--- src/design/websocket_frame_deframer_assert.svh ---
// Assertion macros for the WebSocket frame deframer.
`ifndef WEBSOCKET_FRAME_DEFRAMER_ASSERT_SVH
`define WEBSOCKET_FRAME_DEFRAMER_ASSERT_SVH

`ifndef ASSERT_OFF

// Same-cycle implication, sampled on the rising clock edge, off during reset.
`define WSD_ASSERT_IMPL(lbl, clk, rstn, ante, cons, msg) \
    lbl: assert property (@(posedge clk) disable iff (!(rstn)) (ante) |-> (cons)) \
        else $error(msg);

// Next-cycle implication.
`define WSD_ASSERT_NEXT(lbl, clk, rstn, ante, cons, msg) \
    lbl: assert property (@(posedge clk) disable iff (!(rstn)) (ante) |=> (cons)) \
        else $error(msg);

`else

`define WSD_ASSERT_IMPL(lbl, clk, rstn, ante, cons, msg)
`define WSD_ASSERT_NEXT(lbl, clk, rstn, ante, cons, msg)

`endif

`endif

--- src/design/wsd_pkg.sv ---
// Types and constants shared by the WebSocket frame deframer modules.
package wsd_pkg;

    localparam int unsigned BYTE_W = 8;
    localparam int unsigned LEN_W  = 16;
    localparam int unsigned KEY_W  = 32;

    localparam logic [LEN_W-1:0] MAX_LENGTH_RESET = 16'd1024;

    // Header opcodes (low nibble of the first byte)
    localparam logic [3:0] OP_TEXT  = 4'h1;
    localparam logic [3:0] OP_CLOSE = 4'h8;
    localparam logic [3:0] OP_PING  = 4'h9;
    localparam logic [3:0] OP_PONG  = 4'hA;

    // 7-bit length codes that select extended forms
    localparam logic [6:0] LEN7_EXT16 = 7'd126;
    localparam logic [6:0] LEN7_EXT64 = 7'd127;

    typedef enum logic [2:0] {
        KIND_DATA  = 3'd0,
        KIND_EMPTY = 3'd1,
        KIND_PONG  = 3'd2,
        KIND_CLOSE = 3'd3,
        KIND_PSEEN = 3'd4,
        KIND_BADOP = 3'd5,
        KIND_LEN64 = 3'd6,
        KIND_LONG  = 3'd7
    } kind_t;

    typedef enum logic [8:0] {
        PH_HEADER  = 9'b000000001,
        PH_LEN     = 9'b000000010,
        PH_EXT_HI  = 9'b000000100,
        PH_EXT_LO  = 9'b000001000,
        PH_MASK0   = 9'b000010000,
        PH_MASK1   = 9'b000100000,
        PH_MASK2   = 9'b001000000,
        PH_MASK3   = 9'b010000000,
        PH_PAYLOAD = 9'b100000000
    } phase_t;

    typedef struct packed {
        kind_t             kind;
        logic [BYTE_W-1:0] data;
        logic              last;
    } result_t;

endpackage

--- src/design/wsd_parser.sv ---
// Frame parser: per-byte phase logic, frame length, mask key and unmasking.
module wsd_parser (
    input  logic                    aclk,
    input  logic                    aresetn,
    input  logic                    fire,
    input  logic [7:0]              rx_byte,
    input  logic [15:0]             max_length,
    output logic                    res_valid,
    output wsd_pkg::result_t        res
);
    import wsd_pkg::*;

    phase_t             phase_reg,   phase_next;
    logic               masked_reg,  masked_next;
    logic [LEN_W-1:0]   len_reg,     len_next;
    logic [LEN_W-1:0]   seen_reg,    seen_next;
    logic [KEY_W-1:0]   key_reg,     key_next;

    logic               len_known;
    logic [LEN_W-1:0]   len_val;
    logic [LEN_W-1:0]   seen_inc;
    logic [BYTE_W-1:0]  key_byte;

    always_comb begin
        case (seen_reg[1:0])
            2'd0:    key_byte = key_reg[31:24];
            2'd1:    key_byte = key_reg[23:16];
            2'd2:    key_byte = key_reg[15:8];
            default: key_byte = key_reg[7:0];
        endcase
    end

    assign seen_inc = seen_reg + 16'd1;

    always_comb begin
        phase_next  = phase_reg;
        masked_next = masked_reg;
        len_next    = len_reg;
        seen_next   = seen_reg;
        key_next    = key_reg;
        len_known   = 1'b0;
        len_val     = len_reg;
        res_valid   = 1'b0;
        res         = '{kind: KIND_DATA, data: '0, last: 1'b0};

        case (phase_reg)
            PH_LEN: begin
                masked_next = rx_byte[7];
                if (rx_byte[6:0] == LEN7_EXT64) begin
                    phase_next = PH_HEADER;
                    res_valid  = 1'b1;
                    res.kind   = KIND_LEN64;
                end else if (rx_byte[6:0] == LEN7_EXT16) begin
                    phase_next = PH_EXT_HI;
                end else begin
                    len_val   = {9'd0, rx_byte[6:0]};
                    len_known = 1'b1;
                end
            end
            PH_EXT_HI: begin
                len_next   = {rx_byte, 8'd0};
                phase_next = PH_EXT_LO;
            end
            PH_EXT_LO: begin
                len_val   = {len_reg[15:8], rx_byte};
                len_known = 1'b1;
            end
            PH_MASK0: begin
                key_next   = {key_reg[23:0], rx_byte};
                phase_next = PH_MASK1;
            end
            PH_MASK1: begin
                key_next   = {key_reg[23:0], rx_byte};
                phase_next = PH_MASK2;
            end
            PH_MASK2: begin
                key_next   = {key_reg[23:0], rx_byte};
                phase_next = PH_MASK3;
            end
            PH_MASK3: begin
                key_next = {key_reg[23:0], rx_byte};
                if (len_reg == '0) begin
                    phase_next = PH_HEADER;
                    res_valid  = 1'b1;
                    res.kind   = KIND_EMPTY;
                    res.last   = 1'b1;
                end else begin
                    phase_next = PH_PAYLOAD;
                end
            end
            PH_PAYLOAD: begin
                seen_next = seen_inc;
                res_valid = 1'b1;
                res.kind  = KIND_DATA;
                res.data  = rx_byte ^ key_byte;
                res.last  = (seen_inc >= len_reg);
                if (seen_inc >= len_reg) begin
                    phase_next = PH_HEADER;
                end
            end
            default: begin
                // header byte; unknown phase codes land here too
                phase_next = PH_HEADER;
                res_valid  = 1'b1;
                case (rx_byte[3:0])
                    OP_CLOSE: res.kind = KIND_CLOSE;
                    OP_PING:  res.kind = KIND_PONG;
                    OP_PONG:  res.kind = KIND_PSEEN;
                    OP_TEXT: begin
                        phase_next = PH_LEN;
                        res_valid  = 1'b0;
                    end
                    default:  res.kind = KIND_BADOP;
                endcase
            end
        endcase

        if (len_known) begin
            len_next = len_val;
            if (len_val >= max_length) begin
                phase_next = PH_HEADER;
                res_valid  = 1'b1;
                res.kind   = KIND_LONG;
            end else begin
                seen_next = '0;
                key_next  = '0;
                if (masked_next) begin
                    phase_next = PH_MASK0;
                end else if (len_val == '0) begin
                    phase_next = PH_HEADER;
                    res_valid  = 1'b1;
                    res.kind   = KIND_EMPTY;
                    res.last   = 1'b1;
                end else begin
                    phase_next = PH_PAYLOAD;
                end
            end
        end
    end

    always_ff @(posedge aclk) begin
        if (!aresetn) begin
            phase_reg  <= PH_HEADER;
            masked_reg <= 1'b0;
            len_reg    <= '0;
            seen_reg   <= '0;
            key_reg    <= '0;
        end else if (fire) begin
            phase_reg  <= phase_next;
            masked_reg <= masked_next;
            len_reg    <= len_next;
            seen_reg   <= seen_next;
            key_reg    <= key_next;
        end
    end

endmodule

--- src/design/wsd_out_stage.sv ---
// Result register toward the output stream.
module wsd_out_stage (
    input  logic                aclk,
    input  logic                aresetn,
    input  logic                load,
    input  wsd_pkg::result_t    res_in,
    input  logic                m_tready,
    output logic                m_tvalid,
    output wsd_pkg::result_t    res_out,
    output logic                free
);
    import wsd_pkg::*;

    logic    valid_reg, valid_next;
    result_t res_reg;

    assign free     = !valid_reg || m_tready;
    assign m_tvalid = valid_reg;
    assign res_out  = res_reg;

    always_comb begin
        valid_next = valid_reg;
        if (load) begin
            valid_next = 1'b1;
        end else if (m_tready) begin
            valid_next = 1'b0;
        end
    end

    always_ff @(posedge aclk) begin
        if (!aresetn) begin
            valid_reg <= 1'b0;
        end else begin
            valid_reg <= valid_next;
        end
    end

    always_ff @(posedge aclk) begin
        if (load) begin
            res_reg <= res_in;
        end
    end

endmodule

--- src/design/websocket_frame_deframer.sv ---
// Top level of the WebSocket frame deframer (text frames, unmasking, control reports).
//
//   channel  | dir | handshake          | content
//   s_       | in  | s_tvalid/s_tready  | tdata[7:0] rx_byte
//   m_       | out | m_tvalid/m_tready  | tdata[7:0] data_byte, tuser[2:0] kind, tlast last
//   cfg_     | in  | cfg_we             | cfg_wdata[15:0] max_length
//
// One byte per cycle while results are taken; a byte passes from s_ to m_ through
// the input register, then the result register after the phase logic.
// Reset is synchronous on aresetn low: parser back to header, max_length 1024.
// A byte that gives no result moves on even while m_ is stalled; a byte that
// gives a result waits in the input register until the result register frees.
module websocket_frame_deframer (
    input  logic        aclk,
    input  logic        aresetn,
    input  logic        s_tvalid,
    output logic        s_tready,
    input  logic [7:0]  s_tdata,    // [7:0] rx_byte
    output logic        m_tvalid,
    input  logic        m_tready,
    output logic [7:0]  m_tdata,    // [7:0] data_byte
    output logic [2:0]  m_tuser,    // [2:0] kind
    output logic        m_tlast,
    input  logic        cfg_we,
    input  logic [15:0] cfg_wdata
);
    import wsd_pkg::*;

`include "websocket_frame_deframer_assert.svh"

    logic [LEN_W-1:0]  max_length_reg;
    logic              in_valid_reg, in_valid_next;
    logic [BYTE_W-1:0] in_byte_reg;

    logic              res_valid;
    result_t           res;
    result_t           res_out;
    logic              out_free;
    logic              advance;
    logic              s_accept;

    assign advance  = in_valid_reg && (!res_valid || out_free);
    assign s_tready = !in_valid_reg || advance;
    assign s_accept = s_tvalid && s_tready;

    always_comb begin
        in_valid_next = in_valid_reg;
        if (s_accept) begin
            in_valid_next = 1'b1;
        end else if (advance) begin
            in_valid_next = 1'b0;
        end
    end

    always_ff @(posedge aclk) begin
        if (!aresetn) begin
            in_valid_reg   <= 1'b0;
            max_length_reg <= MAX_LENGTH_RESET;
        end else begin
            in_valid_reg <= in_valid_next;
            if (cfg_we) begin
                max_length_reg <= cfg_wdata;
            end
        end
    end

    always_ff @(posedge aclk) begin
        if (s_accept) begin
            in_byte_reg <= s_tdata;
        end
    end

    wsd_parser u_parser (
        .aclk       (aclk),
        .aresetn    (aresetn),
        .fire       (advance),
        .rx_byte    (in_byte_reg),
        .max_length (max_length_reg),
        .res_valid  (res_valid),
        .res        (res)
    );

    wsd_out_stage u_out (
        .aclk     (aclk),
        .aresetn  (aresetn),
        .load     (advance && res_valid),
        .res_in   (res),
        .m_tready (m_tready),
        .m_tvalid (m_tvalid),
        .res_out  (res_out),
        .free     (out_free)
    );

    assign m_tdata = res_out.data;
    assign m_tuser = res_out.kind;
    assign m_tlast = res_out.last;

    // Only payload bytes carry data.
    `WSD_ASSERT_IMPL(a_data_zero, aclk, aresetn,
        m_tvalid && (m_tuser != KIND_DATA), m_tdata == 8'd0, "data set on non-payload result")
    // tlast only on payload or empty message, and always on empty message.
    `WSD_ASSERT_IMPL(a_last_kind, aclk, aresetn,
        m_tvalid && m_tlast, (m_tuser == KIND_DATA) || (m_tuser == KIND_EMPTY),
        "tlast on a report result")
    `WSD_ASSERT_IMPL(a_empty_last, aclk, aresetn,
        m_tvalid && (m_tuser == KIND_EMPTY), m_tlast, "empty message without tlast")
    // A byte that produces a result always lands in the result register.
    `WSD_ASSERT_NEXT(a_load_shows, aclk, aresetn,
        advance && res_valid, m_tvalid, "result lost on its way out")

endmodule
--- config.mk ---
export PLATFORM = sky130hd
export DESIGN_NAME = websocket_frame_deframer
export DESIGN_NICKNAME = d
export VERILOG_FILES = /design/src/design/wsd_pkg.sv /design/src/design/wsd_parser.sv /design/src/design/wsd_out_stage.sv /design/src/design/websocket_frame_deframer.sv
export VERILOG_INCLUDE_DIRS = /design/src /design/src/design
export SDC_FILE = /design/constraint.sdc
export NUM_CORES = 1
export LEC_CHECK = 0
export ABC_CLOCK_PERIOD_IN_PS = 5620
export BUFFER_PORTS_ARGS = -buffer_cell sky130_fd_sc_hd__buf_2
export CAP_MARGIN = 20
export CORE_ASPECT_RATIO = 1.75
export CORE_MARGIN = 2
export CORE_UTILIZATION = 55
export CTS_CLUSTER_DIAMETER = 40
export CTS_CLUSTER_SIZE = 16
export DETAILED_ROUTE_END_ITERATION = 12
export GPL_TIMING_DRIVEN = 0
export PLACE_DENSITY = 0.85
export SLEW_MARGIN = 10
export SYNTH_ARGS = -nofsm -noshare
export SYNTH_HDL_FRONTEND = slang
export SYNTH_HIERARCHICAL = 1
export SYNTH_SLANG_ARGS = --single-unit
--- constraint.sdc ---
create_clock -name aclk -period 5.62 [get_ports aclk]
set_input_delay 0.281 -clock aclk [delete_from_list [all_inputs] [get_ports aclk]]
set_output_delay 0.281 -clock aclk [all_outputs]
set_load 0.01 [all_outputs]
==> results.py <==
metrics = {
    "die": {
        "core_region_area_um2": 11000,
        "die_h_um": 144,
        "pin_count": 43,
        "die_w_um": 84.2,
        "die-area_um2": 12200,
        "rows": 51,
        "initial_core_util_pct": 56.1,
    },
    "clock_tree": {
        "insertion_delay_ns": 0.35,
        "cts_repair_resize_count": 0,
        "cts.sink_count": 112,
        "cts_buffer_depth": 2,
        "cts_tree": "built",
        "cts_setup_buffers": 0,
        "htreeDepth": 3,
        "clk_pin_slew_ns": 0.07,
        "clock-root-buffer": "clkbuf_16",
        "cts_buffers": 9,
        "hold_buffers": 0,
    },
    "finish": {
        "antennaDiodeCount": 0,
        "utilization_pct": 62.2,
        "final_cell_mix": "109 x nand2_1, 92 x dfxtp_1, 70 x nor2_1, 48 x buf_2, 47 x a21oi_1",
        "largest_reg_flops": 32,
        "fin_cells": 907,
        "final_common_cell": "nand2_1",
        "final_nets": 836,
        "drive_gt1_share_pct": 13.0,
        "syn2layout_area_growth_pct": 11.0,
    },
    "critical_path": {
        "r2r_end": "u_parser/len_reg[10]",
        "timing.rr.start": "in_byte_reg[5]",
        "startpoint_type": "flop",
        "setup.worst_path.class": "flop to flop",
        "cp.required_ns": 5.86,
        "reg2regPathDepth": 20,
        "critPathArrivalTime_ns": 5.62,
        "critPathMaxFanout": 10,
        "reg2reg_slack_ns": 0.24,
        "end_kind": "flop",
    },
    "routing": {
        "drt-pass1-iter-count": 6,
        "drt_iter0_markers": 403,
        "drc": 0,
        "vias": 5340,
        "routedWlPerCell_um": 16.5,
        "drt-total-wl_mm": 15.0,
        "ant_nets": 0,
        "vias_per_cell": 5.89,
    },
    "power_and_ir_drop": {
        "p_int_mw": 1.24,
        "sw_frac_of_total_pct": 22.8,
        "powerDensity_nw_per_um2": 233,
        "clock_power_share_pct": 41.3,
        "p_switching_mw": 0.366,
        "leakage_nw": 2.63,
        "p_seq_share_pct": 52.6,
        "ir_drop_v": 0.000203,
        "pwr-share-comb_pct": 6.1,
    },
    "logic_synthesis": {
        "synth_cell_types": 75,
        "synth_edf_count": 20,
        "yosysWarnings": 6,
        "syn_inst": 718,
        "avgSynthCellArea_um2": 8.62,
        "ys_ff_latch": 112,
        "synthesis.area_um2": 6190,
        "ys_seq_area_share_pct": 39.5,
        "synth.net_count": 784,
        "ys.flop_type": "dfxtp_1",
        "ys_async_sr_fraction_pct": 0,
    },
    "timing": {
        "final_hold_viol_count": 0,
        "fin_crit_ns": 5.38,
        "tightestPinTransition_ns": 1.04,
        "fin_crit_sh_pct": 95.7,
        "rsz0062_at_grt": "false",
        "fin_setup_tns_ns": 0,
        "finalClockSkew_ns": 0.00756,
        "max_slew_margin_pct": 30.4,
        "slew_violations": 0,
        "fmax_mhz": 186,
        "hold_slack_ns": 0.0970,
        "finalSetupViolations": 0,
    },
    "worst_hold_path": {
        "holdCritPathClass": "input port to flop",
        "hold_start": "s_tdata[4]",
        "holdPathEnd": "in_byte_reg[4]",
        "whs_path_depth": 1,
    },
    "run_status": {
        "outcome": "finished clean",
    },
    "grt": {
        "antenna_found_initial": 0,
        "grt_pass1_wl_mm": 23.9,
        "overflow": 0,
        "track_usage_pct": 24.9,
        "grt_max_degree": 20,
        "grt_pass1_vias": 5258,
    },
    "flow_run": {
        "max-cap-violations": 0,
    },
    "placed_design": {
        "globalplace.congestion": 0.987,
        "dp_cells": 891,
        "place_hpwl_mm": 11.3,
        "io_buffers": 41,
    },
}
power by group through the flow:
| stage | Clock [mW] | Sequential [mW] | Combinational, mW |
|---|---|---|---|
| 3_5_place_dp | 0 | 0.861 | 0.0979 |
| 4_1_cts | 0.671 | 0.843 | 0.0983 |
| 5_1_grt | 0.705 | 0.844 | 0.106 |
| 6_report | 0.661 | 0.843 | 0.0983 |
| 2_1_floorplan | 0 | 0.860 | 0.0627 |
| 3_3_place_gp | 0 | 0.860 | 0.0961 |
cell usage after synthesis (6+ instances only):
cell	instances	area [um^2]
nand2_1	109	409
dfxtp_1	92	1840
nor2_1	71	267
a21oi_1	47	235
inv_1	44	165
ha_1	37	463
nor2b_1	29	181
o21ai_0	27	135
nand3_1	22	110
xnor2_1	22	193
mux2i_1	21	210
edfxtp_1	20	601
clkbuf_1	16	60.1
xor2_1	14	123
and2_1	12	75.1
a22oi_1	10	75.1
a222oi_1	8	80.1
buf_2	7	35.0
buf_4	6	45.0
nor3_1	6	30.0
nor4_1	6	37.5
worst max-delay path: stages, from the launching register on:
cell and delay, ns:
edfxtp_1 0.60, nand4_2 0.24, o31ai_1 0.43, nor2_1 0.17
buf_6 0.18, nor2_1 0.12, a21oi_1 0.06, ha_1 0.30
nor2_1 0.09, a21oi_1 0.08, o41a_1 0.41, o21ai_2 0.29
a21boi_4 0.13, or3_1 0.43, a21boi_1 0.34, nand2_1 0.14
or3_1 0.33, clkbuf_1 0.25, a32o_1 0.38, a22oi_1 0.21
nor2b_1 0.08
layer usage:
metal	part of all wire (%)	track usage [%]
met1	36	23.2
met2	53	47.5
met3	5.2	4.45
met4	6.5	18.3
met5	0	0
how the worst max path moves through the flow:
| stage | start | to | slack (ns) | cells past startpoint |
|---|---|---|---|---|
| 2_1_floorplan | u_parser/phase_reg[6] | u_parser/len_reg[10] | 1.19 | 22 |
| 3_3_place_gp | in_byte_reg[5] | u_parser/seen_reg[10] | 0.23 | 19 |
| 3_5_place_dp | in_byte_reg[5] | u_parser/seen_reg[7] | 0.16 | 19 |
| 4_1_cts | in_byte_reg[5] | u_parser/seen_reg[7] | 0.11 | 19 |
| 5_1_grt | in_byte_reg[5] | u_parser/len_reg[10] | 0.02 | 20 |
| 6_report | in_byte_reg[5] | u_parser/len_reg[10] | 0.24 | 20 |
metrics by stage:
| step | instance area [um^2] | setup WS [ns] | power, mW |
|---|---|---|---|
| after detailed placement | 6560 | 0.157 | 0.959 |
| after floorplan | 6190 | 1.19 | 0.922 |
| after CTS | 6870 | 0.111 | 1.61 |
| final | 6870 | 0.243 | 1.60 |
| after global placement | 6560 | 0.235 | 0.957 |
| after global routing | 6870 | 0.0226 | 1.66 |
cell type report:
cell class / instances / area [um^2]
clock inverter: 5 / 63.8
inverter: 45 / 169
buffer: 34 / 191
fill: 924 / 4170
tap: 132 / 165
multi-input combinational: 527 / 3390
clock buffer: 11 / 243
timing repair buffer: 41 / 205
sequential: 112 / 2440
cells by family after synthesis:
| group | after synthesis | share of synthesized area (%) |
|---|---|---|
| compound gates | 135 | 14.6 |
| buf+inv | 79 | 5.82 |
| simple gates | 295 | 23.6 |
| flops | 112 | 39.5 |
| fa+ha+maj | 37 | 7.48 |
| mux | 24 | 3.94 |
| xor+xnor | 36 | 5.09 |
Power figures use the tool's default switching activity.
